### src/design/radix_integer_parser_unit_macros.svh
`ifndef RADIX_INTEGER_PARSER_UNIT_MACROS_SVH
`define RADIX_INTEGER_PARSER_UNIT_MACROS_SVH

// Plain check, off while in reset.
`define RIP_ASSERT(label, clk, rst_n, prop, msg) \
  label: assert property (@(posedge clk) disable iff (!rst_n) prop) else $error(msg);

// Implication to the following cycle, off while in reset.
`define RIP_ASSERT_NEXT(label, clk, rst_n, ante, cons, msg) \
  label: assert property (@(posedge clk) disable iff (!rst_n) (ante) |=> (cons)) \
    else $error(msg);

`endif

### src/design/rip_pkg.sv
package rip_pkg;

  localparam int VALUE_BITS    = 32;
  localparam int RADIX_BITS    = 6;
  localparam int DIGIT_BITS    = 6;
  localparam int CFG_ADDR_BITS = 3;
  localparam int CFG_DATA_BITS = 32;
  localparam int MID_DEPTH     = 4;
  localparam int OUT_DEPTH     = 2;

  localparam logic [DIGIT_BITS-1:0] DIGIT_NONE  = 6'd63;
  localparam logic [RADIX_BITS-1:0] RADIX_RESET = 6'd10;
  localparam logic [RADIX_BITS-1:0] RADIX_HEX   = 6'd16;
  localparam logic [RADIX_BITS-1:0] RADIX_MAX   = 6'd36;
  localparam logic [RADIX_BITS-1:0] RADIX_AUTO  = 6'd0;
  localparam logic [RADIX_BITS-1:0] RADIX_BAD   = 6'd1;

  localparam logic REG_RADIX_IDX = 1'b0;

  typedef struct packed {
    logic [7:0] char_code;
    logic       last_char;
  } in_item_t;

  typedef struct packed {
    logic signed [VALUE_BITS-1:0] parsed_value;
    logic                         is_defined;
  } out_item_t;

  typedef struct packed {
    logic [DIGIT_BITS-1:0] digit;
    logic                  is_space;
    logic                  is_minus;
    logic                  is_x;
    logic                  last;
  } cls_item_t;

endpackage

### src/design/radix_integer_parser_unit.sv
// Streaming string-to-integer converter, one string byte per transfer.
// Input queue side: drive in_item and push; a transfer happens when push is
// high and full is low. last_char marks the final byte of a string.
// Result queue side: while empty is low, out_item holds the oldest result;
// pop takes it. Exactly one result per string, on its last byte.
// Throughput: one byte per cycle while nothing stalls, set by the single
// multiply-add of the digit unit in the back end. The result of a string
// passes the front register, the classified-byte queue and the finish
// register, then is written into the result queue.
// When the result side stalls, only a last byte waits, once the finish register
// and result queue are full; then full rises through the classified-byte queue.
// Radix register at byte address 0 of the APB port, reset value 10;
// write it only while the block is idle.
// Reset (rst_n low, synchronous) empties all queues, sets the radix to 10
// and clears the per-string parse state.
module radix_integer_parser_unit #(
  parameter int MID_DEPTH = rip_pkg::MID_DEPTH,
  parameter int OUT_DEPTH = rip_pkg::OUT_DEPTH
) (
  input  logic                               clk,
  input  logic                               rst_n,
  input  logic                               push,
  input  rip_pkg::in_item_t                  in_item,
  output logic                               full,
  output logic                               empty,
  input  logic                               pop,
  output rip_pkg::out_item_t                 out_item,
  input  logic                               psel,
  input  logic                               penable,
  input  logic                               pwrite,
  input  logic [rip_pkg::CFG_ADDR_BITS-1:0]  paddr,
  input  logic [rip_pkg::CFG_DATA_BITS-1:0]  pwdata,
  output logic [rip_pkg::CFG_DATA_BITS-1:0]  prdata,
  output logic                               pready
);

  localparam int CW = $bits(rip_pkg::cls_item_t);
  localparam int OW = $bits(rip_pkg::out_item_t);

  logic [rip_pkg::RADIX_BITS-1:0] radix_r;
  logic                           cfg_wr;

  logic               cls_push, cls_full, cls_pop, cls_empty;
  rip_pkg::cls_item_t cls_in, cls_out;
  logic [CW-1:0]      cls_rdata;

  logic               res_push, res_full;
  rip_pkg::out_item_t res_item;
  logic [OW-1:0]      out_rdata;

  assign pready = 1'b1;
  assign cfg_wr = psel && penable && pwrite && pready && (paddr[2] == rip_pkg::REG_RADIX_IDX);
  assign prdata = (paddr[2] == rip_pkg::REG_RADIX_IDX) ?
                  rip_pkg::CFG_DATA_BITS'(radix_r) : '0;

  always_ff @(posedge clk) begin
    if (!rst_n) begin
      radix_r <= rip_pkg::RADIX_RESET;
    end else if (cfg_wr) begin
      radix_r <= pwdata[rip_pkg::RADIX_BITS-1:0];
    end
  end

  rip_front u_front (
    .clk      (clk),
    .rst_n    (rst_n),
    .push     (push),
    .in_item  (in_item),
    .full     (full),
    .cls_push (cls_push),
    .cls_item (cls_in),
    .cls_full (cls_full)
  );

  rip_fifo #(
    .WIDTH (CW),
    .DEPTH (MID_DEPTH)
  ) u_cls_fifo (
    .clk   (clk),
    .rst_n (rst_n),
    .push  (cls_push),
    .wdata (cls_in),
    .full  (cls_full),
    .pop   (cls_pop),
    .rdata (cls_rdata),
    .empty (cls_empty)
  );

  assign cls_out = rip_pkg::cls_item_t'(cls_rdata);

  rip_back u_back (
    .clk           (clk),
    .rst_n         (rst_n),
    .radix_setting (radix_r),
    .cls_item      (cls_out),
    .cls_empty     (cls_empty),
    .cls_pop       (cls_pop),
    .res_push      (res_push),
    .res_item      (res_item),
    .res_full      (res_full)
  );

  rip_fifo #(
    .WIDTH (OW),
    .DEPTH (OUT_DEPTH)
  ) u_out_fifo (
    .clk   (clk),
    .rst_n (rst_n),
    .push  (res_push),
    .wdata (res_item),
    .full  (res_full),
    .pop   (pop),
    .rdata (out_rdata),
    .empty (empty)
  );

  assign out_item = rip_pkg::out_item_t'(out_rdata);

endmodule

### src/design/rip_fifo.sv
`include "radix_integer_parser_unit_macros.svh"

module rip_fifo #(
  parameter int WIDTH = 8,
  parameter int DEPTH = 2
) (
  input  logic             clk,
  input  logic             rst_n,
  input  logic             push,
  input  logic [WIDTH-1:0] wdata,
  output logic             full,
  input  logic             pop,
  output logic [WIDTH-1:0] rdata,
  output logic             empty
);

  localparam int PW = (DEPTH > 1) ? $clog2(DEPTH) : 1;
  localparam int CW = $clog2(DEPTH + 1);

  logic [WIDTH-1:0] mem_r [DEPTH];
  logic [PW-1:0]    wr_ptr_r, wr_ptr_nxt;
  logic [PW-1:0]    rd_ptr_r, rd_ptr_nxt;
  logic [CW-1:0]    cnt_r, cnt_nxt;
  logic             do_push, do_pop;

  assign full    = (cnt_r == CW'(DEPTH));
  assign empty   = (cnt_r == '0);
  assign do_push = push && !full;
  assign do_pop  = pop && !empty;
  assign rdata   = mem_r[rd_ptr_r];

  always_comb begin
    wr_ptr_nxt = wr_ptr_r;
    rd_ptr_nxt = rd_ptr_r;
    cnt_nxt    = cnt_r;
    if (do_push) begin
      wr_ptr_nxt = (wr_ptr_r == PW'(DEPTH - 1)) ? '0 : wr_ptr_r + 1'b1;
    end
    if (do_pop) begin
      rd_ptr_nxt = (rd_ptr_r == PW'(DEPTH - 1)) ? '0 : rd_ptr_r + 1'b1;
    end
    if (do_push && !do_pop) begin
      cnt_nxt = cnt_r + 1'b1;
    end else if (do_pop && !do_push) begin
      cnt_nxt = cnt_r - 1'b1;
    end
  end

  always_ff @(posedge clk) begin
    if (!rst_n) begin
      wr_ptr_r <= '0;
      rd_ptr_r <= '0;
      cnt_r    <= '0;
    end else begin
      wr_ptr_r <= wr_ptr_nxt;
      rd_ptr_r <= rd_ptr_nxt;
      cnt_r    <= cnt_nxt;
    end
  end

  always_ff @(posedge clk) begin
    if (do_push) begin
      mem_r[wr_ptr_r] <= wdata;
    end
  end

  `RIP_ASSERT(a_cnt_bound, clk, rst_n, cnt_r <= CW'(DEPTH), "fifo count above depth")
  `RIP_ASSERT_NEXT(a_cnt_up, clk, rst_n, do_push && !do_pop, cnt_r == $past(cnt_r) + 1'b1, "fifo count did not step up")

endmodule

### src/design/rip_front.sv
module rip_front (
  input  logic               clk,
  input  logic               rst_n,
  input  logic               push,
  input  rip_pkg::in_item_t  in_item,
  output logic               full,
  output logic               cls_push,
  output rip_pkg::cls_item_t cls_item,
  input  logic               cls_full
);

  localparam logic [7:0] CH_TAB   = 8'h09;
  localparam logic [7:0] CH_LF    = 8'h0A;
  localparam logic [7:0] CH_VT    = 8'h0B;
  localparam logic [7:0] CH_FF    = 8'h0C;
  localparam logic [7:0] CH_CR    = 8'h0D;
  localparam logic [7:0] CH_SP    = 8'h20;
  localparam logic [7:0] CH_NBSP  = 8'hA0;
  localparam logic [7:0] CH_MINUS = 8'h2D;
  localparam logic [7:0] CH_0     = 8'h30;
  localparam logic [7:0] CH_9     = 8'h39;
  localparam logic [7:0] CH_UA    = 8'h41;
  localparam logic [7:0] CH_UZ    = 8'h5A;
  localparam logic [7:0] CH_LA    = 8'h61;
  localparam logic [7:0] CH_LZ    = 8'h7A;
  localparam logic [7:0] CH_UX    = 8'h58;
  localparam logic [7:0] CH_LX    = 8'h78;

  logic               valid_r, valid_nxt;
  rip_pkg::cls_item_t item_r;
  rip_pkg::cls_item_t cls_nxt;
  logic               accept;
  logic [7:0]         c;

  assign full     = valid_r && cls_full;
  assign accept   = push && !full;
  assign cls_push = valid_r && !cls_full;
  assign cls_item = item_r;
  assign valid_nxt = accept || (valid_r && cls_full);
  assign c        = in_item.char_code;

  always_comb begin
    cls_nxt.last     = in_item.last_char;
    cls_nxt.is_minus = (c == CH_MINUS);
    cls_nxt.is_x     = (c == CH_LX) || (c == CH_UX);
    cls_nxt.is_space = (c == CH_TAB) || (c == CH_LF) || (c == CH_VT) || (c == CH_FF) ||
                       (c == CH_CR) || (c == CH_SP) || (c == CH_NBSP);
    if (c >= CH_0 && c <= CH_9) begin
      cls_nxt.digit = rip_pkg::DIGIT_BITS'(c - CH_0);
    end else if (c >= CH_LA && c <= CH_LZ) begin
      cls_nxt.digit = rip_pkg::DIGIT_BITS'(c - CH_LA + 8'd10);
    end else if (c >= CH_UA && c <= CH_UZ) begin
      cls_nxt.digit = rip_pkg::DIGIT_BITS'(c - CH_UA + 8'd10);
    end else begin
      cls_nxt.digit = rip_pkg::DIGIT_NONE;
    end
  end

  always_ff @(posedge clk) begin
    if (!rst_n) begin
      valid_r <= 1'b0;
    end else begin
      valid_r <= valid_nxt;
    end
  end

  always_ff @(posedge clk) begin
    if (accept) begin
      item_r <= cls_nxt;
    end
  end

endmodule

### src/design/rip_back.sv
`include "radix_integer_parser_unit_macros.svh"

module rip_back (
  input  logic                                 clk,
  input  logic                                 rst_n,
  input  logic [rip_pkg::RADIX_BITS-1:0]       radix_setting,
  input  rip_pkg::cls_item_t                   cls_item,
  input  logic                                 cls_empty,
  output logic                                 cls_pop,
  output logic                                 res_push,
  output rip_pkg::out_item_t                   res_item,
  input  logic                                 res_full
);

  localparam int VB = rip_pkg::VALUE_BITS;
  localparam int RB = rip_pkg::RADIX_BITS;

  localparam logic [1:0] PH_WS     = 2'd0;
  localparam logic [1:0] PH_START  = 2'd1;
  localparam logic [1:0] PH_DIGITS = 2'd2;
  localparam logic [1:0] PH_STOP   = 2'd3;

  logic [1:0]    phase_r, phase_nxt;
  logic [VB-1:0] acc_r, acc_nxt;
  logic          neg_r, neg_nxt;
  logic          seen_r, seen_nxt;
  logic          prefix_r, prefix_nxt;
  logic [RB-1:0] act_radix_r, act_radix_nxt;

  logic          done_v_r, done_v_nxt;
  logic [VB-1:0] fin_acc_r;
  logic          fin_neg_r;
  logic          fin_ok_r;

  logic          done_ready, fire, finish;
  logic          hex_ok, bad, do_start, do_digits, do_take, zero_hex;
  logic [RB-1:0] radix;
  logic [VB-1:0] mac;

  assign done_ready = !done_v_r || !res_full;
  assign fire       = !cls_empty && (!cls_item.last || done_ready);
  assign finish     = fire && cls_item.last;
  assign cls_pop    = fire;

  assign hex_ok = (radix_setting == rip_pkg::RADIX_AUTO) || (radix_setting == rip_pkg::RADIX_HEX);
  assign bad    = (radix_setting == rip_pkg::RADIX_BAD) || (radix_setting > rip_pkg::RADIX_MAX);
  assign radix  = (radix_setting != rip_pkg::RADIX_AUTO) ? radix_setting : act_radix_r;
  assign mac    = acc_r * VB'(radix) + VB'(cls_item.digit);
  assign zero_hex = (cls_item.digit == '0) && hex_ok &&
                    (radix == ((radix_setting == rip_pkg::RADIX_AUTO) ?
                               rip_pkg::RADIX_RESET : rip_pkg::RADIX_HEX));

  always_comb begin
    phase_nxt     = phase_r;
    acc_nxt       = acc_r;
    neg_nxt       = neg_r;
    seen_nxt      = seen_r;
    prefix_nxt    = prefix_r;
    act_radix_nxt = act_radix_r;
    do_start      = 1'b0;
    do_digits     = 1'b0;
    do_take       = 1'b0;

    unique case (phase_r)
      PH_WS: begin
        if (cls_item.is_space) begin
          phase_nxt = PH_WS;
        end else if (cls_item.is_minus) begin
          neg_nxt   = 1'b1;
          phase_nxt = PH_START;
        end else begin
          do_start = 1'b1;
        end
      end
      PH_START:  do_start = 1'b1;
      PH_DIGITS: do_digits = 1'b1;
      PH_STOP:   phase_nxt = PH_STOP;
      default:   phase_nxt = PH_STOP;
    endcase

    if (do_start) begin
      if (zero_hex) begin
        acc_nxt    = '0;
        seen_nxt   = 1'b1;
        prefix_nxt = 1'b1;
        phase_nxt  = PH_DIGITS;
      end else begin
        do_take = 1'b1;
      end
    end

    if (do_digits) begin
      prefix_nxt = 1'b0;
      if (prefix_r && cls_item.is_x) begin
        acc_nxt  = '0;
        seen_nxt = 1'b0;
        if (radix_setting == rip_pkg::RADIX_AUTO) begin
          act_radix_nxt = rip_pkg::RADIX_HEX;
        end
      end else begin
        do_take = 1'b1;
      end
    end

    if (do_take) begin
      if (RB'(cls_item.digit) >= radix) begin
        phase_nxt  = PH_STOP;
        prefix_nxt = 1'b0;
      end else begin
        acc_nxt   = mac;
        seen_nxt  = 1'b1;
        phase_nxt = PH_DIGITS;
      end
    end
  end

  assign done_v_nxt = finish || (done_v_r && res_full);

  always_ff @(posedge clk) begin
    if (!rst_n) begin
      phase_r     <= PH_WS;
      acc_r       <= '0;
      neg_r       <= 1'b0;
      seen_r      <= 1'b0;
      prefix_r    <= 1'b0;
      act_radix_r <= rip_pkg::RADIX_RESET;
      done_v_r    <= 1'b0;
    end else begin
      done_v_r <= done_v_nxt;
      if (finish) begin
        phase_r     <= PH_WS;
        acc_r       <= '0;
        neg_r       <= 1'b0;
        seen_r      <= 1'b0;
        prefix_r    <= 1'b0;
        act_radix_r <= rip_pkg::RADIX_RESET;
      end else if (fire) begin
        phase_r     <= phase_nxt;
        acc_r       <= acc_nxt;
        neg_r       <= neg_nxt;
        seen_r      <= seen_nxt;
        prefix_r    <= prefix_nxt;
        act_radix_r <= act_radix_nxt;
      end
    end
  end

  always_ff @(posedge clk) begin
    if (finish) begin
      fin_ok_r  <= seen_nxt && !bad;
      fin_acc_r <= (seen_nxt && !bad) ? acc_nxt : '0;
      fin_neg_r <= neg_nxt;
    end
  end

  assign res_push              = done_v_r;
  assign res_item.parsed_value = fin_neg_r ? signed'(-fin_acc_r) : signed'(fin_acc_r);
  assign res_item.is_defined   = fin_ok_r;

  `RIP_ASSERT_NEXT(a_clear_after_last, clk, rst_n, finish, phase_r == PH_WS && !seen_r && !neg_r && acc_r == '0, "string state not cleared after last byte")
  `RIP_ASSERT_NEXT(a_done_hold, clk, rst_n, done_v_r && res_full, done_v_r && $stable(fin_acc_r), "pending result lost under stall")

endmodule
### config.mk
export PLATFORM = sky130hd
export DESIGN_NAME = radix_integer_parser_unit
export DESIGN_NICKNAME = d
export VERILOG_FILES = /design/src/design/rip_pkg.sv /design/src/design/radix_integer_parser_unit.sv /design/src/design/rip_fifo.sv /design/src/design/rip_front.sv /design/src/design/rip_back.sv
export VERILOG_INCLUDE_DIRS = /design/src /design/src/design
export SDC_FILE = /design/constraint.sdc
export NUM_CORES = 1
export LEC_CHECK = 0
export BUFFER_PORTS_ARGS = -buffer_cell sky130_fd_sc_hd__clkbuf_2
export CAP_MARGIN = 15
export CORE_AREA = 5 5 214 216
export DETAILED_ROUTE_END_ITERATION = 8
export DIE_AREA = 0 0 219 221
export PLACE_DENSITY = 0.54
export RECOVER_POWER = 50
export SKIP_CTS_REPAIR_TIMING = 1
export SLEW_MARGIN = 10
export SYNTH_ARGS = -nofsm -noshare
export SYNTH_HDL_FRONTEND = slang
export SYNTH_SLANG_ARGS = --single-unit
### constraint.sdc
create_clock -name clk -period 6.33 [get_ports clk]
set_input_delay 1.5825 -clock clk [delete_from_list [all_inputs] [get_ports clk]]
set_output_delay 1.5825 -clock clk [all_outputs]
set_load 0.005 [all_outputs]
==> flow_summary.yaml, run 1 <==
timing:
  worst_rel_slew_slack_pct: -94.8
  post-route-min-period_ns: 6.00
  clock_skew_ns: 0.0226
  timing_worst_slew_pin_value_ns: 2.91
  min_period_over_period_pct: 94.8
  setup_tns_ns: 0
  hold_viol: 0
  setup_viol: 0
  fmax_mhz: 167
  rsz_0062_raised_after_global_routing: "false"
  finalMaxSlewViolations: 69
routing:
  via_count: 10100
  routedWlPerCell_um: 17.0
  ant_nets: 0
  met2_routed_wl_mm: 16.4
  remaining_drc_errors: 0
  routedLengthMet1_mm: 16.0
  drt_first_pass_iters: 5
  routed-wl-met3_mm: 1.58
  postRouteWirelength_mm: 34.6
  drt_first_iter_violations: 468
  topRoutingLayerUsed: "met5"
  routed_via_density: 4.95
pwr:
  p_leak_nw: 7.10
  vdd_ir_drop_max_uv: 193
  power.density_cell_area_mw_per_mm2: 366
synth:
  yosys_warnings: 0
  synth_commonest_cells: "edfxtp_1, fa_1, nor2b_1"
  postSynthCellCount: 1372
  yosysTopAreaCellShare_pct: 29.8
  synth_top_cells_by_area: "edfxtp_1, fa_1, dfxtp_1"
  synth.largest_area_cell: "edfxtp_1"
  synth-seq-area-share_pct: 37.8
  most_repeated_cell_in_the_gate_level_netlist_after_synthesis: "edfxtp_1"
  post_synth_edffs: 150
  synth_seq_cells: 211
  yosys.cell_types.count: 67
  ys_async_sr_fraction_pct: 0
  ys.flop_type: "edfxtp_1"
  netlist_area_mm2: 0.0151
  syn-mean-instance-area_um2: 11.0
floorplanning:
  boundaryPins: 119
  die_w_um: 219
  initial_core_util_pct: 34.6
  chipHeight_um: 221
  core-area_mm2: 0.0437
  row_count: 77
  die_area_mm2: 0.0484
critical_path:
  worstPathCellList: "or4_4, nor2_1, a21oi_2, buf_4, nor2b_1, fa_1, fa_1, fa_1, ha_1, ha_1, a21oi_1, o211ai_1, a31oi_1, o21ai_0, o41ai_4, o21ai_1, a21o_1, or4_1, nand3_1"
  crit_required_ns: 6.82
  ff2ff_path_depth: 19
  critical_path_fanouts_max: 28
  crit_slowest_cell: "or4_4"
  end_kind: "register"
  critical-path-top-delay-family: "adder cells"
  cp_slowest_stage_delay_ns: 0.56
  worstPathBufferInverterCount: 1
  rrSetupSlack_ns: 0.33
  path_common_cell: "fa_1"
  sort_of_element_at_the_start_of_the_critical_path: "register"
  critical_path.reg2reg.startpoint: "radix_r[0]"
  cp.arrival_ns: 6.49
  worst_setup_path_type: "reg -> reg"
  crit-reg2reg-capture: "u_back.acc_r[31]"
run_status:
  violations_in_the_final_reports: "capacitance limit, slew limit"
  outcome: "complete, but fails checks"
final_layout:
  antenna_cells: 0
  post-route-util_pct: 38.7
  finish.cell_count_without_fillers: 2037
  area_growth_syn_to_layout_pct: 11.9
  number_of_nets_in_the_final_layout: 1682
  drive_above_1_share_pct: 13.3
flow_run:
  max-cap-violations: 2
clock_tree:
  clock_latency_ns: 0.56
  tritoncts_num_sinks: 211
  cts-buffers-inserted: 25
  cts_htree_levels: 1
  cts_tree: "yes"
  clock_path_buffers: 3
  worst_setup_hold_path_clk_slew_ns: 0.06
  cts_root_buffer: "clkbuf_16"
grt:
  groute.usage.overall_pct: 14.3
  grt_max_degree: 36
  first_global_vias: 10500
  global_route.overflow_total: 0
  grt_first_pass_wirelength_mm: 56.6
  grt_antenna_before_repair: 1
worst_hold_path:
  hold-path-cell-count: 0
  hold_path.startpoint: "u_back.fin_ok_r"
  holdCritPathClass: "reg -> reg"
  hold-path-endpoint: "u_out_fifo.mem_r[0][0]"
place:
  buffers_added_on_ports: 63
  place.detailed.instances: 1991
  place.gp.congestion: 0.866
  detailed_place_hpwl_mm: 25.6
==> sequential cells by signal, indices dropped and copies added, names as in the netlist, 3 cells and up, named ones only <==
| name | count |
|---|---|
| radix_r | 6 |
| u_front.cls_item | 10 |
| u_back.acc_r | 32 |
| u_out_fifo.mem_r | 66 |
| u_back.fin_acc_r | 32 |
| u_cls_fifo.cnt_r | 3 |
| u_cls_fifo.mem_r | 40 |
==> through the flow <==
step	instance area, um2	hold WS, ns	power (mW)	worst slack, ns
2_1_floorplan	15200	0.421	4.00	0.0146
3_3_place_gp	16100	0.432	4.75	0.0691
3_5_place_dp	16100	0.435	4.79	0.105
4_1_cts	16900	0.451	6.29	0.0955
5_1_grt	16900	0.458	6.68	0.000939
6_report	16900	0.451	6.20	0.326
==> area by class of cell <==
class / instances / area [um2]
clock buffers: 28 / 637
clock inverters: 18 / 203
fillers: 4333 / 26800
inverters: 64 / 240
multi-input cells: 1035 / 8890
flip-flops and latches: 211 / 5730
well taps: 592 / 741
repair buffers: 89 / 502
==> routing by layer <==
| metal | GRT usage (%) | vias to the layer above |
|---|---|---|
| met1 | 19.8 | 4983 |
| met3 | 2.13 | 41 |
| met4 | 3.08 | 2 |
| met5 | 0 | - |
| li1 | - | 4858 |
| met2 | 23.8 | 201 |
==> report_power, final <==
group / internal (mW) / leakage [nW] / switching (mW)
combinational: 1.03 / 4.82 / 1.50
sequential: 1.92 / 1.88 / 0.277
clock: 0.860 / 0.401 / 0.608
total: 3.81 / 7.10 / 2.39
==> cells by family after synthesis <==
family / Yosys count / synth area share (%)
compound gates: 247 / 11.1
xor+xnor: 72 / 4.17
fa+ha+maj: 205 / 22.6
buf+inv: 151 / 4.42
flops: 211 / 37.8
mux: 53 / 4.61
other cells: 2 / 0.0496
simple gates: 431 / 15.3
==> worst reg2reg max path: stages (launching register included) <==
cell and delay [ns]:
dfxtp_1 0.36, or4_4 0.56, nor2_1 0.13, a21oi_2 0.08, buf_4 0.27, nor2b_1 0.21
fa_1 0.48, fa_1 0.52, fa_1 0.51, ha_1 0.31, ha_1 0.37, a21oi_1 0.17
o211ai_1 0.15, a31oi_1 0.26, o21ai_0 0.23, o41ai_4 0.42, o21ai_1 0.13, a21o_1 0.23
or4_1 0.47, nand3_1 0.08
==> worst max-delay path by stage <==
stage	startpoint	end	slack, ns	depth (start not counted)
global placement	radix_r[0]	u_back.acc_r[31]	0.07	21
CTS	radix_r[0]	u_back.acc_r[31]	0.1	21
floorplan	radix_r[1]	u_back.acc_r[31]	0.01	24
detailed placement	radix_r[0]	u_back.acc_r[31]	0.10	21
global route	radix_r[0]	u_back.fin_acc_r[28]	0.0009	21
finish	radix_r[0]	u_back.acc_r[31]	0.33	19
==> layout by cell type, fill, tap and decap left out, types with 8 or more instances in the layout <==
cell type,n
clkbuf_2,59
nor2_1,95
nor3_1,15
a21oi_1,50
mux2_2,34
and3_1,8
o21a_1,10
nor2b_1,98
xor2_1,15
a21boi_0,9
inv_1,62
xnor2_1,57
mux2i_1,9
nand3_1,13
conb_1,27
dfxtp_1,61
a211oi_1,12
clkbuf_16,25
and2_1,86
o21ai_0,41
fa_1,113
buf_4,25
mux4_2,10
clkbuf_1,8
nand2b_1,12
a22oi_1,35
nand2_1,68
a21o_1,19
edfxtp_1,150
ha_1,92
Power figures use the tool's default switching activity.
==> inputs of run 2 (changes only) <==
--- a/config.mk
+++ b/config.mk
@@ -6,11 +6,12 @@
 export SDC_FILE = /design/constraint.sdc
 export NUM_CORES = 1
 export LEC_CHECK = 0
+export ABC_AREA = 1
 export BUFFER_PORTS_ARGS = -buffer_cell sky130_fd_sc_hd__clkbuf_2
 export CAP_MARGIN = 15
-export CORE_AREA = 5 5 214 216
+export CORE_AREA = 5 5 223 225
 export DETAILED_ROUTE_END_ITERATION = 8
-export DIE_AREA = 0 0 219 221
+export DIE_AREA = 0 0 228 230
 export PLACE_DENSITY = 0.54
 export RECOVER_POWER = 50
 export SKIP_CTS_REPAIR_TIMING = 1
==> run 2 against run 1 <==
  * The flow still finishes with violations (capacitance limit, slew limit)
  * Sequential power rose by 9.5%
  * Design area up 6.5%
  * Critical endpoint is now u_back.fin_acc_r[27]
  * Clock skew down 0.0076 ns
  * Die area is 8.3% higher
  * Sequential share of layout area down 2.1 points
  * Highest routed layer is now met4
==> flow_summary.yaml, run 2 <==
critical_path:
  cp.arrival_ns: 6.07
  path_common_cell: "inv_1"
  critical_path_fanouts_max: 5
  worst_setup_path_type: "reg -> reg"
  end_kind: "register"
  crit_slowest_cell: "fa_1"
  cp_slowest_stage_delay_ns: 0.58
  crit_required_ns: 6.61
  ff2ff_path_depth: 24
  sort_of_element_at_the_start_of_the_critical_path: "register"
  worstPathCellList: "nor2_2, nand3_1, nor2_1, nor2_2, inv_1, nand2_1, fa_1, fa_1, inv_1, fa_1, inv_1, fa_1, inv_1, ha_1, nand2_1, inv_1, nand2_1, nand2_1, inv_1, o21ai_0, nand3_1, nand4_1, nand3_2, a21oi_1"
timing:
  min_period_over_period_pct: 91.5
  post-route-min-period_ns: 5.79
  clock_skew_ns: 0.0151
  hold_viol: 0
  setup_viol: 0
  setup_tns_ns: 0
  finalMaxSlewViolations: 68
  fmax_mhz: 173
  worst_rel_slew_slack_pct: -25.4
  timing_worst_slew_pin_value_ns: 1.88
  rsz_0062_raised_after_global_routing: "false"
grt:
  global_route.overflow_total: 0
  groute.usage.overall_pct: 15.6
  grt_max_degree: 50
  first_global_vias: 13000
  grt_antenna_before_repair: 0
  grt_first_pass_wirelength_mm: 68.2
final_layout:
  antenna_cells: 0
  commonest_non_fill_non_tap_cell_in_the_layout: "nand2_1"
  finish.cell_count_without_fillers: 2600
  top_regs: "u_out_fifo.mem_r: 66 flops, u_cls_fifo.mem_r: 40 flops"
  drive_above_1_share_pct: 12.0
  most_used_cells_in_the_layout_excluding_fill_and_tap_cells: "nand2_1, inv_1, nor2_1, edfxtp_1, fa_1"
  area_growth_syn_to_layout_pct: 9.56
  largest_register_ff_count: 66
  number_of_nets_in_the_final_layout: 2222
  largest_reg_by_ff_count: "u_out_fifo.mem_r"
synth:
  synth.largest_area_cell: "edfxtp_1"
  yosysTopAreaCellShare_pct: 27.3
  synth_top_cells_by_area: "edfxtp_1, fa_1, nand2_1"
  yosys.cell_types.count: 59
  most_repeated_cell_in_the_gate_level_netlist_after_synthesis: "nand2_1"
  netlist_area_mm2: 0.0165
  synth_seq_cells: 211
  ys.flop_type: "edfxtp_1"
  ys_async_sr_fraction_pct: 0
  syn-mean-instance-area_um2: 8.59
  postSynthCellCount: 1917
  yosys_warnings: 0
  synth-seq-area-share_pct: 34.8
  synth_commonest_cells: "nand2_1, inv_1, nor2_1"
  post_synth_edffs: 150
floorplanning:
  die_w_um: 228
  chipHeight_um: 230
  die_area_mm2: 0.0524
  row_count: 80
  boundaryPins: 119
  initial_core_util_pct: 34.8
  core-area_mm2: 0.0473
clock_tree:
  clock_path_buffers: 3
  cts_htree_levels: 1
  worst_setup_hold_path_clk_slew_ns: 0.06
  clock_latency_ns: 0.55
  tritoncts_num_sinks: 211
  cts_root_buffer: "clkbuf_16"
  cts-buffers-inserted: 26
  cts_tree: "yes"
routing:
  met2_routed_wl_mm: 20.4
  via_count: 12600
  topRoutingLayerUsed: "met4"
  drt_first_iter_violations: 673
  routedLengthMet1_mm: 18.2
  remaining_drc_errors: 0
  ant_nets: 0
  routed_via_density: 4.84
  postRouteWirelength_mm: 41.3
  routed-wl-met3_mm: 1.79
  routedWlPerCell_um: 15.9
  drt_first_pass_iters: 5
pwr:
  p_leak_nw: 8.77
  vdd_ir_drop_max_uv: 288
  share_of_total_power_in_the_clock_network_pct: 16.5
  combinationalPowerShare_pct: 55.7
  p_sw_mw: 4.09
  power.density_cell_area_mw_per_mm2: 480
  power.internal_mw: 4.58
  swShare_pct: 47.2
  power.share.sequential_pct: 27.8
place:
  place.detailed.instances: 2553
  detailed_place_hpwl_mm: 31.5
  buffers_added_on_ports: 63
  place.gp.congestion: 0.892
run_status:
  violations_in_the_final_reports: "capacitance limit, slew limit"
  outcome: "complete, but fails checks"
flow_run:
  max-cap-violations: 2
worst_hold_path:
  holdCritPathClass: "reg -> reg"
  hold-path-cell-count: 0
## run 2: cell count changes after synthesis, moves of 21 or more
cell	before	now
nand3_1	13	94
nand2_2	0	29
inv_1	62	307
xor2_1	15	39
nor2_1	97	227
a21oi_2	0	21
nor2b_1	98	0
xnor2_1	57	8
a21oi_1	51	92
a22oi_1	35	1
nand2_1	68	360
and2_1	92	0
clkbuf_1	57	27
o21ai_0	42	73
## run 2: worst max-delay path: cells and delay by family (launching register included)
family | cells | cell delay [ns]
adder cells (fa/ha/maj) | 5 | 2.43
AND/OR/NAND/NOR | 11 | 1.47
AO/OA/AOI/OAI | 2 | 0.82
buffers and inverters | 6 | 0.46
flip-flops | 1 | 0.37
## run 2: kinds of logic (layout without fill, tap and decap cells)
kind of cell / Yosys count / count (layout) / share of synthesized area (%)
mux: 33 / 33 / 2.26
buf+inv: 398 / 441 / 10.4
other cells: 2 / 27 / 0.0456
simple gates: 785 / 785 / 20.8
xor+xnor: 47 / 47 / 2.50
fa+ha+maj: 205 / 205 / 20.7
compound gates: 236 / 236 / 8.51
flops: 211 / 211 / 34.8
## run 2: cell type report
cell class / count / area [um2]
Fill cell: 4803 / 29300
Multi-Input combinational cell: 1333 / 9130
Sequential cell: 211 / 5730
Inverter: 315 / 1180
Tap cell: 615 / 769
Clock buffer: 29 / 662
Timing Repair Buffer: 79 / 420
Clock inverter: 18 / 161
## run 2: metrics by stage
stage          hold slack, ns  instance area, um2  power [mW]  setup WS [ns]  utilization, %
6_report                0.450               18000        8.67          0.540            38.1
3_3_place_gp            0.437               17300        7.21          0.656            36.4
4_1_cts                 0.455               18100        8.78          0.554            38.2
5_1_grt                 0.481               18000        9.47          0.203            38.1
2_1_floorplan           0.421               16600        6.04           1.47               -
3_5_place_dp            0.441               17300        7.27          0.586            36.4
## run 2: final timing paths
kind | start | to | slack, ns
max | radix_r[3] | u_back.fin_acc_r[27] | 0.54
min | u_back.fin_ok_r | u_out_fifo.mem_r[1][0] | 0.45
max reg2reg | radix_r[3] | u_back.fin_acc_r[27] | 0.54
min reg2reg | u_back.fin_ok_r | u_out_fifo.mem_r[1][0] | 0.45
## run 2: power by group through the flow
stage          sequential, mW  combinational [mW]  clock (mW)
6_report                 2.41                4.82        1.43
5_1_grt                  2.46                5.48        1.53
4_1_cts                  2.41                4.89        1.48
3_5_place_dp             2.43                4.83           0
3_3_place_gp             2.43                4.78           0
2_1_floorplan            2.30                3.74           0
## run 2: metal layers
layer  GRT usage [%]  up-vias
li1                -     6201
met1            20.1     6014
met2            27.7      288
met3            2.20       70
met4            4.14        0
met5               0        -
